`config.mk`:
```
export PLATFORM = sky130hd
export DESIGN_NAME = can_segment_packer_with_ack
export DESIGN_NICKNAME = d
export VERILOG_FILES = /design/src/hw/rtl/csp_pkg.sv /design/src/hw/rtl/csp_skid.sv /design/src/hw/rtl/can_segment_packer_with_ack.sv
export SDC_FILE = /design/constraint.sdc
export NUM_CORES = 1
export LEC_CHECK = 0
export ABC_AREA = 1
export BUFFER_PORTS_ARGS = -buffer_cell sky130_fd_sc_hd__clkbuf_2
export CORE_UTILIZATION = 53
export CTS_BUF_LIST = sky130_fd_sc_hd__clkbuf_8 sky130_fd_sc_hd__clkbuf_16
export CTS_CLUSTER_SIZE = 30
export DETAILED_ROUTE_END_ITERATION = 8
export GPL_TIMING_DRIVEN = 0
export PLACE_DENSITY = 0.77
export SYNTH_ARGS = -nofsm -noshare
export SYNTH_HDL_FRONTEND = slang
export SYNTH_SLANG_ARGS = --single-unit
```
`constraint.sdc`:
```
create_clock -name clock -period 6.9 [get_ports clock]
set_input_delay 0.345 -clock clock [delete_from_list [all_inputs] [get_ports clock]]
set_output_delay 0.345 -clock clock [all_outputs]
set_load 0.02 [all_outputs]
```
`src/hw/rtl/csp_pkg.sv`:
```
`timescale 1ns / 1ps
// Shared types and constants for the CAN segment packer.
package csp_pkg;

   localparam logic [10:0] PAYLOAD_BASE   = 11'h050;
   localparam logic [10:0] CONTROL_BASE   = 11'h051;
   localparam logic [7:0]  ACK_CHAR       = 8'h41;
   localparam logic [7:0]  TERMINATE_CODE = 8'h01;
   localparam int          CSR_IDX_W      = 2;

   typedef enum logic [CSR_IDX_W-1:0] {
      CSR_TARGET_ECU = 2'd0,
      CSR_TIMEOUT    = 2'd1
   } csr_index_type;

   typedef enum logic [2:0] {
      OP_DATA   = 3'd0,
      OP_END    = 3'd1,
      OP_UPDATE = 3'd2,
      OP_RX     = 3'd3,
      OP_TICK   = 3'd4
   } opcode_type;

   typedef enum logic [1:0] {
      ST_NONE    = 2'd0,
      ST_ACK     = 2'd1,
      ST_FAIL    = 2'd2,
      ST_REFUSED = 2'd3
   } status_type;

   typedef struct packed {
      logic [2:0]  opcode;
      logic [7:0]  data_byte;
      logic [31:0] record_start_address;
      logic [7:0]  image_type;
      logic [10:0] rx_id;
      logic        rx_standard;
      logic        rx_data_frame;
      logic [3:0]  rx_length;
      logic [7:0]  rx_first_byte;
   } req_type;

   typedef struct packed {
      logic        tx_valid;
      logic [10:0] tx_id;
      logic [3:0]  tx_length;
      logic        tx_is_control;
      logic [31:0] tx_address;
      logic [31:0] tx_payload;
      logic [7:0]  tx_control_byte;
      logic [1:0]  status;
   } rsp_type;

endpackage

```
`src/hw/rtl/csp_skid.sv`:
```
`timescale 1ns / 1ps
// Two-entry output buffer: result register plus skid register.
module csp_skid
   import csp_pkg::*;
(
   input  logic    clock,
   input  logic    reset,
   input  logic    in_valid,
   output logic    in_ready,
   input  rsp_type in_data,
   output logic    out_valid,
   input  logic    out_ready,
   output rsp_type out_data
);

   logic    main_valid_ff;
   logic    skid_valid_ff;
   rsp_type main_ff;
   rsp_type skid_ff;
   logic    push;
   logic    pop;

   assign in_ready  = !skid_valid_ff;
   assign push      = in_valid && in_ready;
   assign pop       = main_valid_ff && out_ready;
   assign out_valid = main_valid_ff;
   assign out_data  = main_ff;

   always_ff @(posedge clock) begin
      if (reset) begin
         main_valid_ff <= 1'b0;
         skid_valid_ff <= 1'b0;
      end else if (!main_valid_ff || pop) begin
         main_valid_ff <= skid_valid_ff || push;
         skid_valid_ff <= 1'b0;
      end else if (push) begin
         skid_valid_ff <= 1'b1;
      end
   end

   always_ff @(posedge clock) begin
      if (!main_valid_ff || pop) begin
         main_ff <= skid_valid_ff ? skid_ff : in_data;
      end else if (push) begin
         skid_ff <= in_data;
      end
   end

endmodule

```
`src/hw/rtl/can_segment_packer_with_ack.sv`:
```
`timescale 1ns / 1ps
// Top level of the CAN segment packer with acknowledge handling.
// Takes one request beat per cycle while the skid register is empty and returns
// exactly one response beat for it, in order, via the result register (or the skid
// when stalled). Image bytes are packed into SEGMENT_BYTES-byte payload frames (ID
// 0x50 + 2*ECU, address then data); after each payload or update frame the block
// waits for an 'A' acknowledge on ID 0x51 + 2*ECU, counting tick beats against the
// timeout CSR. A failed wait locks the block, refusing beats with status 3, until
// the next update request. Throughput is one beat per clock unless stalled: all
// decoding and packing is a single level of logic between the request port and the
// result register, and a skid register keeps req_ready independent of rsp_ready.
// CSR writes are to be issued only while no beat is in flight.
module can_segment_packer_with_ack
   import csp_pkg::*;
#(
   parameter int SEGMENT_BYTES = 4
) (
   input  logic                 clock,
   input  logic                 reset,
   input  logic                 req_valid,
   output logic                 req_ready,
   input  req_type              req_item,
   output logic                 rsp_valid,
   input  logic                 rsp_ready,
   output rsp_type              rsp_item,
   input  logic                 csr_we,
   input  logic [CSR_IDX_W-1:0] csr_index,
   input  logic [23:0]          csr_wdata
);

   localparam int FILL_W = (SEGMENT_BYTES > 1) ? $clog2(SEGMENT_BYTES) : 1;

   logic [3:0]        ecu_ff;
   logic [23:0]       timeout_ff;
   logic [7:0]        seg_bytes_ff [SEGMENT_BYTES];
   logic [FILL_W-1:0] fill_ff,    fill_in;
   logic [31:0]       addr_ff,    addr_in;
   logic              latched_ff, latched_in;
   logic              await_ff,   await_in;
   logic [23:0]       ticks_ff,   ticks_in;
   logic              term_ff,    term_in;
   logic              failed_ff,  failed_in;

   logic              accept;
   logic              store_byte;
   logic              last_byte;
   logic              ack_match;
   logic [10:0]       payload_id;
   logic [10:0]       control_id;
   logic [31:0]       eff_addr;
   logic [31:0]       packed_payload;
   rsp_type           rsp_next;

   assign accept     = req_valid && req_ready;
   assign payload_id = PAYLOAD_BASE + {6'd0, ecu_ff, 1'b0};
   assign control_id = CONTROL_BASE + {6'd0, ecu_ff, 1'b0};
   assign last_byte  = (fill_ff == FILL_W'(SEGMENT_BYTES - 1));
   assign eff_addr   = latched_ff ? addr_ff : req_item.record_start_address;
   assign ack_match  = req_item.rx_standard && req_item.rx_data_frame
                       && (req_item.rx_id == control_id)
                       && (req_item.rx_length == 4'd1)
                       && (req_item.rx_first_byte == ACK_CHAR);

   // stored bytes below fill, plus the incoming byte at position fill on a data beat
   always_comb begin
      packed_payload = '0;
      for (int i = 0; i < SEGMENT_BYTES; i++) begin
         if (FILL_W'(i) < fill_ff) begin
            packed_payload[i*8 +: 8] = seg_bytes_ff[i];
         end else if (FILL_W'(i) == fill_ff && req_item.opcode == OP_DATA) begin
            packed_payload[i*8 +: 8] = req_item.data_byte;
         end
      end
   end

   always_comb begin
      rsp_next   = '0;
      fill_in    = fill_ff;
      addr_in    = addr_ff;
      latched_in = latched_ff;
      await_in   = await_ff;
      ticks_in   = ticks_ff;
      term_in    = term_ff;
      failed_in  = failed_ff;
      store_byte = 1'b0;
      if (req_item.opcode <= OP_TICK && failed_ff && req_item.opcode != OP_UPDATE) begin
         rsp_next.status = ST_REFUSED;
      end else begin
         case (req_item.opcode)
            OP_DATA: begin
               if (await_ff) begin
                  rsp_next.status = ST_REFUSED;
               end else begin
                  latched_in = 1'b1;
                  if (last_byte) begin
                     rsp_next.tx_valid   = 1'b1;
                     rsp_next.tx_id      = payload_id;
                     rsp_next.tx_length  = 4'(4 + SEGMENT_BYTES);
                     rsp_next.tx_address = eff_addr;
                     rsp_next.tx_payload = packed_payload;
                     addr_in  = eff_addr + 32'(SEGMENT_BYTES);
                     fill_in  = '0;
                     await_in = 1'b1;
                     ticks_in = timeout_ff;
                  end else begin
                     addr_in    = eff_addr;
                     store_byte = 1'b1;
                     fill_in    = fill_ff + 1'b1;
                  end
               end
            end
            OP_END: begin
               if (await_ff) begin
                  rsp_next.status = ST_REFUSED;
               end else if (fill_ff != '0) begin
                  rsp_next.tx_valid   = 1'b1;
                  rsp_next.tx_id      = payload_id;
                  rsp_next.tx_length  = 4'd4 + 4'(fill_ff);
                  rsp_next.tx_address = addr_ff;
                  rsp_next.tx_payload = packed_payload;
                  addr_in  = addr_ff + 32'(SEGMENT_BYTES);
                  fill_in  = '0;
                  await_in = 1'b1;
                  ticks_in = timeout_ff;
                  term_in  = 1'b1;
               end else begin
                  rsp_next.tx_valid        = 1'b1;
                  rsp_next.tx_id           = control_id;
                  rsp_next.tx_length       = 4'd1;
                  rsp_next.tx_is_control   = 1'b1;
                  rsp_next.tx_control_byte = TERMINATE_CODE;
                  term_in    = 1'b0;
                  latched_in = 1'b0;
                  fill_in    = '0;
               end
            end
            OP_UPDATE: begin
               if (await_ff) begin
                  rsp_next.status = ST_REFUSED;
               end else begin
                  rsp_next.tx_valid        = 1'b1;
                  rsp_next.tx_id           = control_id;
                  rsp_next.tx_length       = 4'd1;
                  rsp_next.tx_is_control   = 1'b1;
                  rsp_next.tx_control_byte = req_item.image_type;
                  failed_in  = 1'b0;
                  fill_in    = '0;
                  latched_in = 1'b0;
                  term_in    = 1'b0;
                  await_in   = 1'b1;
                  ticks_in   = timeout_ff;
               end
            end
            OP_RX: begin
               if (await_ff) begin
                  await_in = 1'b0;
                  ticks_in = '0;
                  if (ack_match) begin
                     rsp_next.status = ST_ACK;
                     if (term_ff) begin
                        rsp_next.tx_valid        = 1'b1;
                        rsp_next.tx_id           = control_id;
                        rsp_next.tx_length       = 4'd1;
                        rsp_next.tx_is_control   = 1'b1;
                        rsp_next.tx_control_byte = TERMINATE_CODE;
                        term_in    = 1'b0;
                        latched_in = 1'b0;
                        fill_in    = '0;
                     end
                  end else begin
                     rsp_next.status = ST_FAIL;
                     term_in   = 1'b0;
                     failed_in = 1'b1;
                  end
               end
            end
            OP_TICK: begin
               if (await_ff) begin
                  if (ticks_ff <= 24'd1) begin
                     rsp_next.status = ST_FAIL;
                     await_in  = 1'b0;
                     ticks_in  = '0;
                     term_in   = 1'b0;
                     failed_in = 1'b1;
                  end else begin
                     ticks_in = ticks_ff - 24'd1;
                  end
               end
            end
            default: begin
               rsp_next = '0;
            end
         endcase
      end
   end

   always_ff @(posedge clock) begin
      if (reset) begin
         ecu_ff     <= '0;
         timeout_ff <= 24'hFFFFFF;
      end else if (csr_we) begin
         case (csr_index)
            CSR_TARGET_ECU: ecu_ff     <= csr_wdata[3:0];
            CSR_TIMEOUT:    timeout_ff <= csr_wdata;
            default:        ecu_ff     <= ecu_ff;
         endcase
      end
   end

   always_ff @(posedge clock) begin
      if (reset) begin
         fill_ff    <= '0;
         addr_ff    <= '0;
         latched_ff <= 1'b0;
         await_ff   <= 1'b0;
         ticks_ff   <= '0;
         term_ff    <= 1'b0;
         failed_ff  <= 1'b0;
      end else if (accept) begin
         fill_ff    <= fill_in;
         addr_ff    <= addr_in;
         latched_ff <= latched_in;
         await_ff   <= await_in;
         ticks_ff   <= ticks_in;
         term_ff    <= term_in;
         failed_ff  <= failed_in;
      end
   end

   always_ff @(posedge clock) begin
      for (int i = 0; i < SEGMENT_BYTES; i++) begin
         if (accept && store_byte && fill_ff == FILL_W'(i)) begin
            seg_bytes_ff[i] <= req_item.data_byte;
         end
      end
   end

   csp_skid u_skid (
      .clock     (clock),
      .reset     (reset),
      .in_valid  (accept),
      .in_ready  (req_ready),
      .in_data   (rsp_next),
      .out_valid (rsp_valid),
      .out_ready (rsp_ready),
      .out_data  (rsp_item)
   );

   a_failed_not_waiting: assert property (@(posedge clock) disable iff (reset)
      failed_ff |-> !await_ff)
      else $error("locked after failure while still awaiting an acknowledge");

   a_term_needs_wait: assert property (@(posedge clock) disable iff (reset)
      term_ff |-> await_ff)
      else $error("terminate pending without an outstanding acknowledge");

   a_timeout_ends_wait: assert property (@(posedge clock) disable iff (reset)
      (accept && req_item.opcode == OP_TICK && await_ff && ticks_ff <= 24'd1)
      |=> (!await_ff && failed_ff))
      else $error("expired wait did not fail");

   a_stall_only_when_full: assert property (@(posedge clock) disable iff (reset)
      !req_ready |-> rsp_valid)
      else $error("request stalled with no result waiting");

endmodule

```
-- After elaboration in Yosys (flattened, before gate mapping)
Memories as Yosys holds them, arrays and structs flattened.
Cells that the tools add are included.
- logic and storage cells: 224
- memory bits (writable): 32
- memory bits (read-only): 0
- memories: 1
- latch bits: 0
- input bits: 107
- register bits: 274
- shift operators: 0
- equality and inequality tests: 28
- reduce and logical (&&, ||, !) cells: 48
- bitwise gates (word level): 2
- muxes and demuxes: 105
- add/sub/neg operators: 7
- divide/modulo/power cells: 0
- $lt $le $gt $ge: 6
- multipliers: 0
- memory list (name ; depth ; width ; read ports ; clocked after Yosys merged registers in ; wr ports ; line ; source):
    seg_bytes_ff ; 4 ; 8 ; 4 ; 0 ; 1 ; can_segment_packer_with_ack.sv:35 ; logic [7:0] seg_bytes_ff [SEGMENT_BYTES];
- operator list (operator ; number):
    24-bit 2-to-1 mux ; 8
    64-bit 2-to-1 mux ; 3
    89-bit 2-to-1 mux ; 2
    32-bit 2-to-1 mux ; 5
    64-bit case mux with 2 select lines ; 1
    24-bit case mux with 5 select lines ; 1
    8-bit 2-to-1 mux ; 12
    91-bit 2-to-1 mux ; 1
    17-bit 2-to-1 mux ; 4
    32-bit by 3-bit adder with 32-bit output (second input constant) ; 2
    16-bit case mux with 4 select lines ; 1
    32-bit case mux with 2 select lines ; 1
    1-bit 2-to-1 mux ; 40
    16-bit 2-to-1 mux ; 2
    2-bit 2-to-1 mux ; 14
    2-bit != test (second input constant) ; 13
    24-bit by 1-bit less-or-equal comparator with 1-bit output (second input constant) ; 1
    8-bit case mux with 3 select lines ; 1
    8-bit AND reduction ; 3
    8-bit OR reduction ; 3
    24-bit by 1-bit subtractor with 24-bit output (second input constant) ; 1
    10-bit AND reduction ; 2
    1-bit logical AND ; 18
    7-bit by 5-bit adder with 8-bit output (first input constant) ; 2
    36 further kinds ; 55

-- Logic depth before layout (Yosys ltp)
Gate-level depths: netlist of run 1.
- depth after elaboration: 13
- depth in mapped cells: 16

-- Hierarchy
A second synthesis of run 1 with hierarchy kept.
- cells, all modules: 1950
- area, all modules: 15730.1 um^2
- modules (own cells, without submodules) (module ; times used ; cells an instance ; area an instance (um^2)):
    can_segment_packer_with_ack ; 1 ; 1462 ; 9059.9
    csp_skid ; 1 ; 488 ; 6670.1

-- Worst setup path after synthesis of run 1
Ideal clock, no wire load.
- path type: register -> register
- from: register u_skid.main_valid_ff (netlist: u_skid.out_valid)
- to: register u_skid.skid_ff[0] (netlist bit), enable pin
- path buffers: 0
- setup time: 0.531 ns
- cell stages (with the launch flop): 3
- period minus slack after synthesis: 6.813 ns
- setup slack: 0.087 ns
- required time: 6.369 ns
- arrival: 6.282 ns
- cell sequence: dfxtp_1 -> nand2_1 -> nor2_1
- longest elaborated chain between the ends: 4
- elaborated cells between the ends (all ways): 5
- those cells by class: 1 x bitwise; 4 x reduce/logical
- RTL lines (element ; line ; source):
    start, declared ; csp_skid.sv:16 ; logic main_valid_ff;
    start signal, assigned ; csp_skid.sv:34 ; main_valid_ff <= skid_valid_ff || push;
    1-bit logical NOT / 1-bit logical AND (equally long branches) ; csp_skid.sv:42, csp_skid.sv:25 ;
    1-bit logical OR * ; csp_skid.sv:42 ; if (!main_valid_ff || pop) begin
    1-bit inverter (no line) * ; -- ;
    2-bit AND reduction (no line) * ; -- ;
    end signal, assigned ; csp_skid.sv:45 ; skid_ff <= in_data;
    end, declared ; csp_skid.sv:19 ; rsp_type skid_ff;
Mark *: on every way between the ends. The rest lies on a longest branch, timed or not.
A chain may end at the register's enable or synchronous reset.

-- Worst setup path in the final report of run 1
- from: register fill_ff[1]
- to: register u_skid.main_ff, in the netlist u_skid.out_data[73] (data pin)
- longest elaborated chain between the ends: 6
- elaborated cells between the ends (all ways): 9
- those cells by class: 1 x eq/ne; 7 x mux; 1 x reduce/logical
- RTL lines (element ; line ; source):
    start, declared ; can_segment_packer_with_ack.sv:36 ; logic [FILL_W-1:0] fill_ff, fill_in;
    start signal, assigned ; can_segment_packer_with_ack.sv:220 ; fill_ff <= fill_in;
    2-bit == test / 2-bit nonzero test (equally long branches) ; can_segment_packer_with_ack.sv:57, can_segment_packer_with_ack.sv:115 ;
    64-bit 2-to-1 mux (on tied branches) ; can_segment_packer_with_ack.sv:95, can_segment_packer_with_ack.sv:115 ;
    64-bit 2-to-1 mux / 89-bit 2-to-1 mux (equally long branches) ; can_segment_packer_with_ack.sv:91, can_segment_packer_with_ack.sv:113 ;
    64-bit case mux with 2 select lines * ; can_segment_packer_with_ack.sv:89 ; case (req_item.opcode)
    89-bit 2-to-1 mux * ; can_segment_packer_with_ack.sv:86 ; if (req_item.opcode <= OP_TICK && failed_ff && req_item.opcode != OP_UPDATE) begin
    91-bit 2-to-1 mux * ; csp_skid.sv:43 ; main_ff <= skid_valid_ff ? skid_ff : in_data;
    end signal, assigned ; csp_skid.sv:43 ;
    end, declared ; csp_skid.sv:18 ; rsp_type main_ff;
Marks and branches as above.

==> results of run 1 <==
-- worst min-delay path by stage --
stage,startpoint,endpoint,slack (ns)
final,csr_wdata[7],timeout_ff[7],0.001
after global routing,csr_wdata[5],timeout_ff[5],0.02
after CTS,csr_wdata[7],timeout_ff[7],0.001
after detailed placement,timeout_ff[17],timeout_ff[17],0.44
after global placement,timeout_ff[18],timeout_ff[18],0.44
after floorplan,timeout_ff[0],timeout_ff[0],0.43
-- final cells by class --
cell class	instances	area (sq um)
buffer	82	394.1
inverter	191	724.4
tap	372	465.4
timing repair buffer	215	1219
multi-input combinational	1267	5962
clock buffer	34	805.8
clock inverter	20	162.7
fill	2388	9716
sequential	288	7727
-- cell families (layout without fill, tap and decap cells) --
group                    count (synthesis)  after routing  synth area share (%)
AO/OA/AOI/OAI                          334            334                 12.43
XOR/XNOR                                22             22                 1.304
adder cells (fa/ha/maj)                  9              9                0.7618
buffers and inverters                  273            542                 7.567
flip-flops                             288            288                 52.28
other                                    1              4               0.02537
AND/OR/NAND/NOR                        898            898                 25.63
-- flip-flops by register name (all words and copies together), names as in the netlist --
name,flops
u_skid.out_data,86
u_skid.skid_ff,86
addr_ff,32
seg_bytes_ff,24
ticks_ff,24
timeout_ff,24
ecu_ff,4
fill_ff,2
await_ff,1
failed_ff,1
latched_ff,1
term_ff,1
u_skid.out_valid,1
u_skid.skid_valid_ff,1
-- critical path, cell delays in order, from the launching register on --
cell      delay [ns]
dfxtp_1         0.36
inv_1           0.19
clkbuf_1        0.45
ha_1            0.34
nor2_4          0.08
nand2_1         0.10
buf_2           0.24
buf_1           0.43
o22ai_1         0.25
nand2_1         0.17
o21ai_0         0.09
-- power groups by stage --
| stage | Clock, W | Combinational, W | Sequential, W |
|---|---|---|---|
| 2_1_floorplan | 0 | 0.000284 | 0.00203 |
| 3_3_place_gp | 0 | 0.000485 | 0.00200 |
| 3_5_place_dp | 0 | 0.000498 | 0.00200 |
| 4_1_cts | 0.00159 | 0.000509 | 0.00196 |
| 5_1_grt | 0.00165 | 0.000566 | 0.00197 |
| 6_report | 0.00157 | 0.000518 | 0.00196 |
-- metrics by stage --
stage / TNS, ns / hold slack (ns) / util (%) / cells / total power [W]
floorplan: 0 / 0.4292 / - / 1828 / 0.002316
global placement: -209.05 / 0.4422 / 59.72 / 2394 / 0.002485
detailed placement: 0 / 0.4426 / 60.02 / 2397 / 0.002494
CTS: 0 / 0.001155 / 64.25 / 2469 / 0.004061
global route: 0 / 0.01620 / 64.25 / 2469 / 0.004189
finish: 0 / 0.001086 / 64.25 / 2469 / 0.004051
-- layer usage --
layer	wire length, microns	global-route usage [%]	up-vias
li1	-	-	6619
met5	13	0	-
met1	18670	42.40	6228
met4	992	8.186	2
met3	4188	5.284	74
met2	19680	47.61	685
-- cell usage in the layout (no fill, tap or decap), drive strengths merged, types with 2 or more instances in the layout --
cell type and count:
a32oi 9, nand3 117, o31ai 3, a211oi 10
dlygate4sd3 18, o2bb2ai 5, o22ai 28, buf 42
nor4 4, inv 194, nor3 23, edfxtp 196
conb 4, xor2 20, clkinv 15, nand2 541
or2 4, nor2 164, ha 9, nor3b 12
a21oi 109, a31oi 8, nand3b 3, dfxtp 92
clkbuf 271, a22oi 2, nand4 27, xnor2 2
o211ai 4, bufinv 2, o21ai 152
-- what timing repair did --
action,CTS,global route
setup endpoints to repair,0,0
endpoints found under the hold margin,18,0
hold buffers,18,0
==> impl_metrics.tcl, run 1 <==
set metrics [dict create \
    area.growth.synth_to_final_pct 18.12 \
    path_clk_slew_ns 0.06 \
    grt.total_usage_pct 30.01 \
    synth_edf_count 196 \
    endpoint "u_skid.out_data[73]" \
    placementRows 60 \
    cts.repair.resized 0 \
    crit_path_start "fill_ff[1]" \
    clk_latency_ns 0.57 \
    totalWireLength_microns 43540 \
    crit_type "flip-flop to flip-flop" \
    arrival_ns 3.26 \
    synth_area_leaders "edfxtp_1 40%, nand2_1 14%, dfxtp_1 12%" \
    grt_max_degree 66 \
    antenna_found_initial 1 \
    finalCriticalPeriod_ns 2.958 \
    power_density_nw_per_um2 232.0 \
    fin_crit_sh_pct 42.86 \
    ys_ff_latch 288 \
    yosysSeqAreaShare_pct 52.28 \
    rsz0062_at_grt "no" \
    reg2reg_slack_ns 3.94 \
    grt_pass1_vias 12470 \
    cts_made_buffers 30 \
    total_leakage_power_nw 7.705 \
    synth_top_area_share_pct 39.82 \
    cp.required_ns 7.20 \
    firstDrtPassIters 6 \
    gp_routability_congestion 1.012 \
    cts_tree "done" \
    maxSlewViolCount 0 \
    fmax_ghz 0.3381 \
    routed_via_density 5.512 \
    hp-class "input pin to flip-flop" \
    synth_area_leader_cell "edfxtp_1" \
    worstReg2RegStart "fill_ff[1]" \
    p_int_w 0.002984 \
    slew_headroom_pct 46.66 \
    io_pins 200 \
    synth_flop_cell "edfxtp_1" \
    wl_per_cell_microns 17.64 \
    clock_skew_ns 0.009294 \
    hold_viol_final 0 \
    route.vias.total 13610 \
    async_reset_ff_share_pct 0 \
    grt_pass1_wl_microns 66430 \
    startpoint_type "flip-flop" \
    drt_iter0_drc 1408 \
    post_cts_buffers 0 \
    pre_cts_ws_ns 4.042 \
    dieArea_sq_um 28560 \
    status "completed" \
    numPortBuffers 194 \
    swShare_pct 26.32 \
    dpl.hpwl_microns 32660 \
    clk_path_buf_depth 3 \
    die_y_microns 169 \
    fin_nets 2191 \
    cts_root_buffer "clkbuf_16" \
    postPlaceCellArea_sq_um 16310 \
    drc 0 \
    diodes 0 \
    worst_setup_path_end_kind "flip-flop" \
    cts_sinks 288 \
    syn-cell-area_sq_um 14780 \
    synth_area_per_cell_sq_um 8.100 \
    cap_violations 0 \
    pwr-share-seq_pct 48.4 \
    worst_pin_slew_ns 0.7981 \
    overflow 0 \
    core_area_sq_um 27180 \
    yosysMostFrequentCell "nand2_1" \
    final_layout_size_suffix_gt1_share_pct 14.64 \
    syn_inst 1825 \
    hold_path_depth 3 \
    path_max_fanout 11 \
    fin_ws_ns 3.942 \
    p_sw_w 0.001066 \
    dieWidth_microns 169 \
    power_frac_clock_pct 38.8 \
    ir_worst_vdd_uv 209.3 \
    ys_warn_count 0 \
    initial_utilization_pct 54.39 \
    ys_types 48 \
    synth.cells.most_frequent "535 x nand2_1, 196 x edfxtp_1, 180 x inv_1" \
    comb_power_share_pct 12.8 \
    antenna_left 0 \
    rr_worst_depth 10 \
    worstReg2RegEnd "u_skid.out_data[73]" \
    h-tree-depth 1 \
    fin_area_sq_um 17460 \
    finalSetupViolations 0 \
]
No activity file was read; power rests on OpenSTA's default activity.
==> run 2, diff against run 1 <==
Settings changed: ABC_AREA 1 to 0.
Clock period 6.9 ns to 2.7 ns, I/O delays scaled along.
==> run 2 against run 1 <==
Compared with the run above: power grew to 2.5 times the previous value; combinational power grew 140%; critical path depth shrank 2; synthesized cell count shrank 23%; utilization grew 1.2 points; maximum frequency grew 12%; design area grew 1.6%; sequential share of layout area shrank 0.69 points; first-iteration DRC count is essentially flat; area after synthesis shrank 0.48%; clock power grew 150%; hold slack gained 0.010 ns.
==> impl_metrics.tcl, run 2 <==
set metrics [dict create \
    status "completed" \
    seq_area_sq_um 7731 \
    placementRows 60 \
    final_common_cell "clkbuf_2" \
    numPortBuffers 195 \
    grt_pass1_wl_microns 65990 \
    antenna_found_initial 1 \
    power_density_nw_per_um2 571.4 \
    worst_setup_path_end_kind "flip-flop" \
    gr-usage-met1_pct 41.02 \
    swShare_pct 25.66 \
    clk_latency_ns 0.57 \
    yosysMostFrequentCell "edfxtp_1" \
    crit_type "flip-flop to flip-flop" \
    tns_ns 0 \
    fin_util_pct 65.48 \
    synth.cells.most_frequent "196 x edfxtp_1, 142 x nor2_1, 136 x nand2_1" \
    pre_cts_ws_ns -0.6761 \
    fmax_ghz 0.3771 \
    finalCriticalPeriod_ns 2.651 \
    cts_sinks 288 \
    startpoint_type "flip-flop" \
    final_layout_size_suffix_gt1_share_pct 24.15 \
    initial_utilization_pct 54.28 \
    die_y_microns 168.6 \
    grt_pass1_vias 11780 \
    fin_nets 1794 \
    routed_via_density 6.086 \
    hold_viol_final 0 \
    synth_top_area_share_pct 40.01 \
    dieWidth_microns 168.6 \
    grt_use_met3_pct 5.471 \
    io_pins 200 \
    fill_cells 2131 \
    finalSetupViolations 0 \
    gp_routability_congestion 0.9636 \
    route.vias.total 12630 \
    path_clk_slew_ns 0.06 \
    firstDrtPassIters 7 \
    overflow 0 \
    cap_violations 0 \
    cts_made_buffers 30 \
    clock_skew_ns 0.02470 \
    syn_inst 1397 \
    core_area_sq_um 27100 \
    grt_max_degree 90 \
    maxSlewViolCount 0 \
    top_usage_layer "met2" \
    synth_area_leader_cell "edfxtp_1" \
    ys_types 100 \
    grt.total_usage_pct 29.70 \
    finalPower_w 0.01014 \
    wl_per_cell_microns 20.74 \
    cp.required_ns 3.00 \
    drt_iter0_drc 1407 \
    dpl.hpwl_microns 30140 \
    syn-cell-area_sq_um 14710 \
    dieArea_sq_um 28430 \
    synth_area_per_cell_sq_um 10.53 \
    cts_tree "done" \
    synth_flop_cell "edfxtp_1" \
    worst_pin_slew_ns 1.229 \
    slew_headroom_pct 18.06 \
    async_reset_ff_share_pct 0 \
    fin_crit_sh_pct 98.20 \
    synth_area_leaders "edfxtp_1 40%, dfxtp_1 13%, mux2_2 4.4%" \
    multiInputGateArea_sq_um 6434 \
    h-tree-depth 1 \
    ys_ff_latch 288 \
    grtUsageMet2_pct 47.57 \
    synth_edf_count 196 \
    arrival_ns 2.95 \
    rsz0062_at_grt "yes" \
    totalWireLength_microns 43040 \
    clk_path_buf_depth 3 \
    hp-class "input pin to flip-flop" \
    ys_warn_count 0 \
    pwr-share-seq_pct 49.1 \
    p_sw_w 0.002601 \
    area.growth.synth_to_final_pct 20.64 \
    yosysSeqAreaShare_pct 52.53 \
    fin_ws_ns 0.04852 \
    cts_root_buffer "clkbuf_16" \
    comb_power_share_pct 12.4 \
    drc 0 \
    mostFrequentLayoutCells "200 x clkbuf_2, 196 x edfxtp_1, 140 x nor2_1" \
    ir_worst_vdd_uv 460.6 \
    p_int_w 0.007538 \
    path_max_fanout 10 \
    power_frac_clock_pct 38.5 \
    total_leakage_power_nw 6.897 \
    antenna_left 0 \
]
[run 2: path summary, 6_finish.rpt]
check | from | endpoint | slack, ns | cells after the start
worst min-delay path | req_item[42] | u_skid.skid_ff[51] | 0.01 | 3
worst max register to register | fill_ff[0] | u_skid.out_data[63] | 0.05 | 8
worst max-delay path | fill_ff[0] | u_skid.out_data[63] | 0.05 | 8
worst min register to register | ticks_ff[22] | ticks_ff[22] | 0.47 | 1
[run 2: critical path, stage by stage, from the launching register on]
cell and delay [ns]:
dfxtp_1 0.37, ha_1 0.26, clkbuf_2 0.22, and3_2 0.33, a21o_1 0.28, buf_2 0.23
a22oi_2 0.32, nor2_1 0.10, mux2_2 0.28
[run 2: cell families (layout without fill, tap and decap cells)]
logic type      after synthesis  after routing  share of synthesized area, %
flops                       288            288                         52.53
fa+ha+maj                     9              9                        0.7655
simple gates                545            546                         19.81
mux                          84             84                         6.209
xor+xnor                     25             25                         1.488
buf+inv                     133            434                         4.474
compound gates              312            312                         14.70
other cells                   1              5                       0.02549
[run 2: cell type report]
cell class / instances / share of cell area, %
clock inverter: 26 / 1.029
antenna: 1 / 0.01410
buffer: 105 / 3.278
multi-input combinational: 980 / 36.25
tap: 372 / 2.623
clock buffer: 30 / 4.230
timing repair buffer: 247 / 8.460
sequential: 288 / 43.56
inverter: 26 / 0.5499
[run 2: power by group through the flow]
stage,clock [W],sequential (W),combinational [W]
floorplan,0,0.00514,0.000675
global placement,0,0.00506,0.00114
detailed placement,0,0.00507,0.00117
CTS,0.00395,0.00497,0.00123
global route,0.00413,0.00499,0.00136
finish,0.00390,0.00498,0.00126
[run 2: through the flow]
stage	instance area [sq um]	cells	hold slack, ns
floorplan	14740	1400	0.2339
global placement	16180	1967	0.3441
detailed placement	16220	1969	0.3480
CTS	17660	2069	0.0005192
global route	17740	2074	0.03416
finish	17750	2075	0.01155
[run 2: repair_timing]
| item | in CTS | in global routing |
|---|---|---|
| pin swaps | 2 | 1 |
| hold buffers | 44 | 0 |
| setup buffers | 2 | 4 |
| cloned | 0 | 1 |
| endpoints found under the setup margin | 124 | 58 |
| gates resized for setup | 22 | 12 |
| hold endpoints to repair | 65 | 0 |
[run 2: per-layer routing]
metal  share of wire, %  routed length [microns]
met2                 46                    19780
met5                  0                        0
met1                 42                    18230
met3                8.8                     3785
met4                2.9                     1240
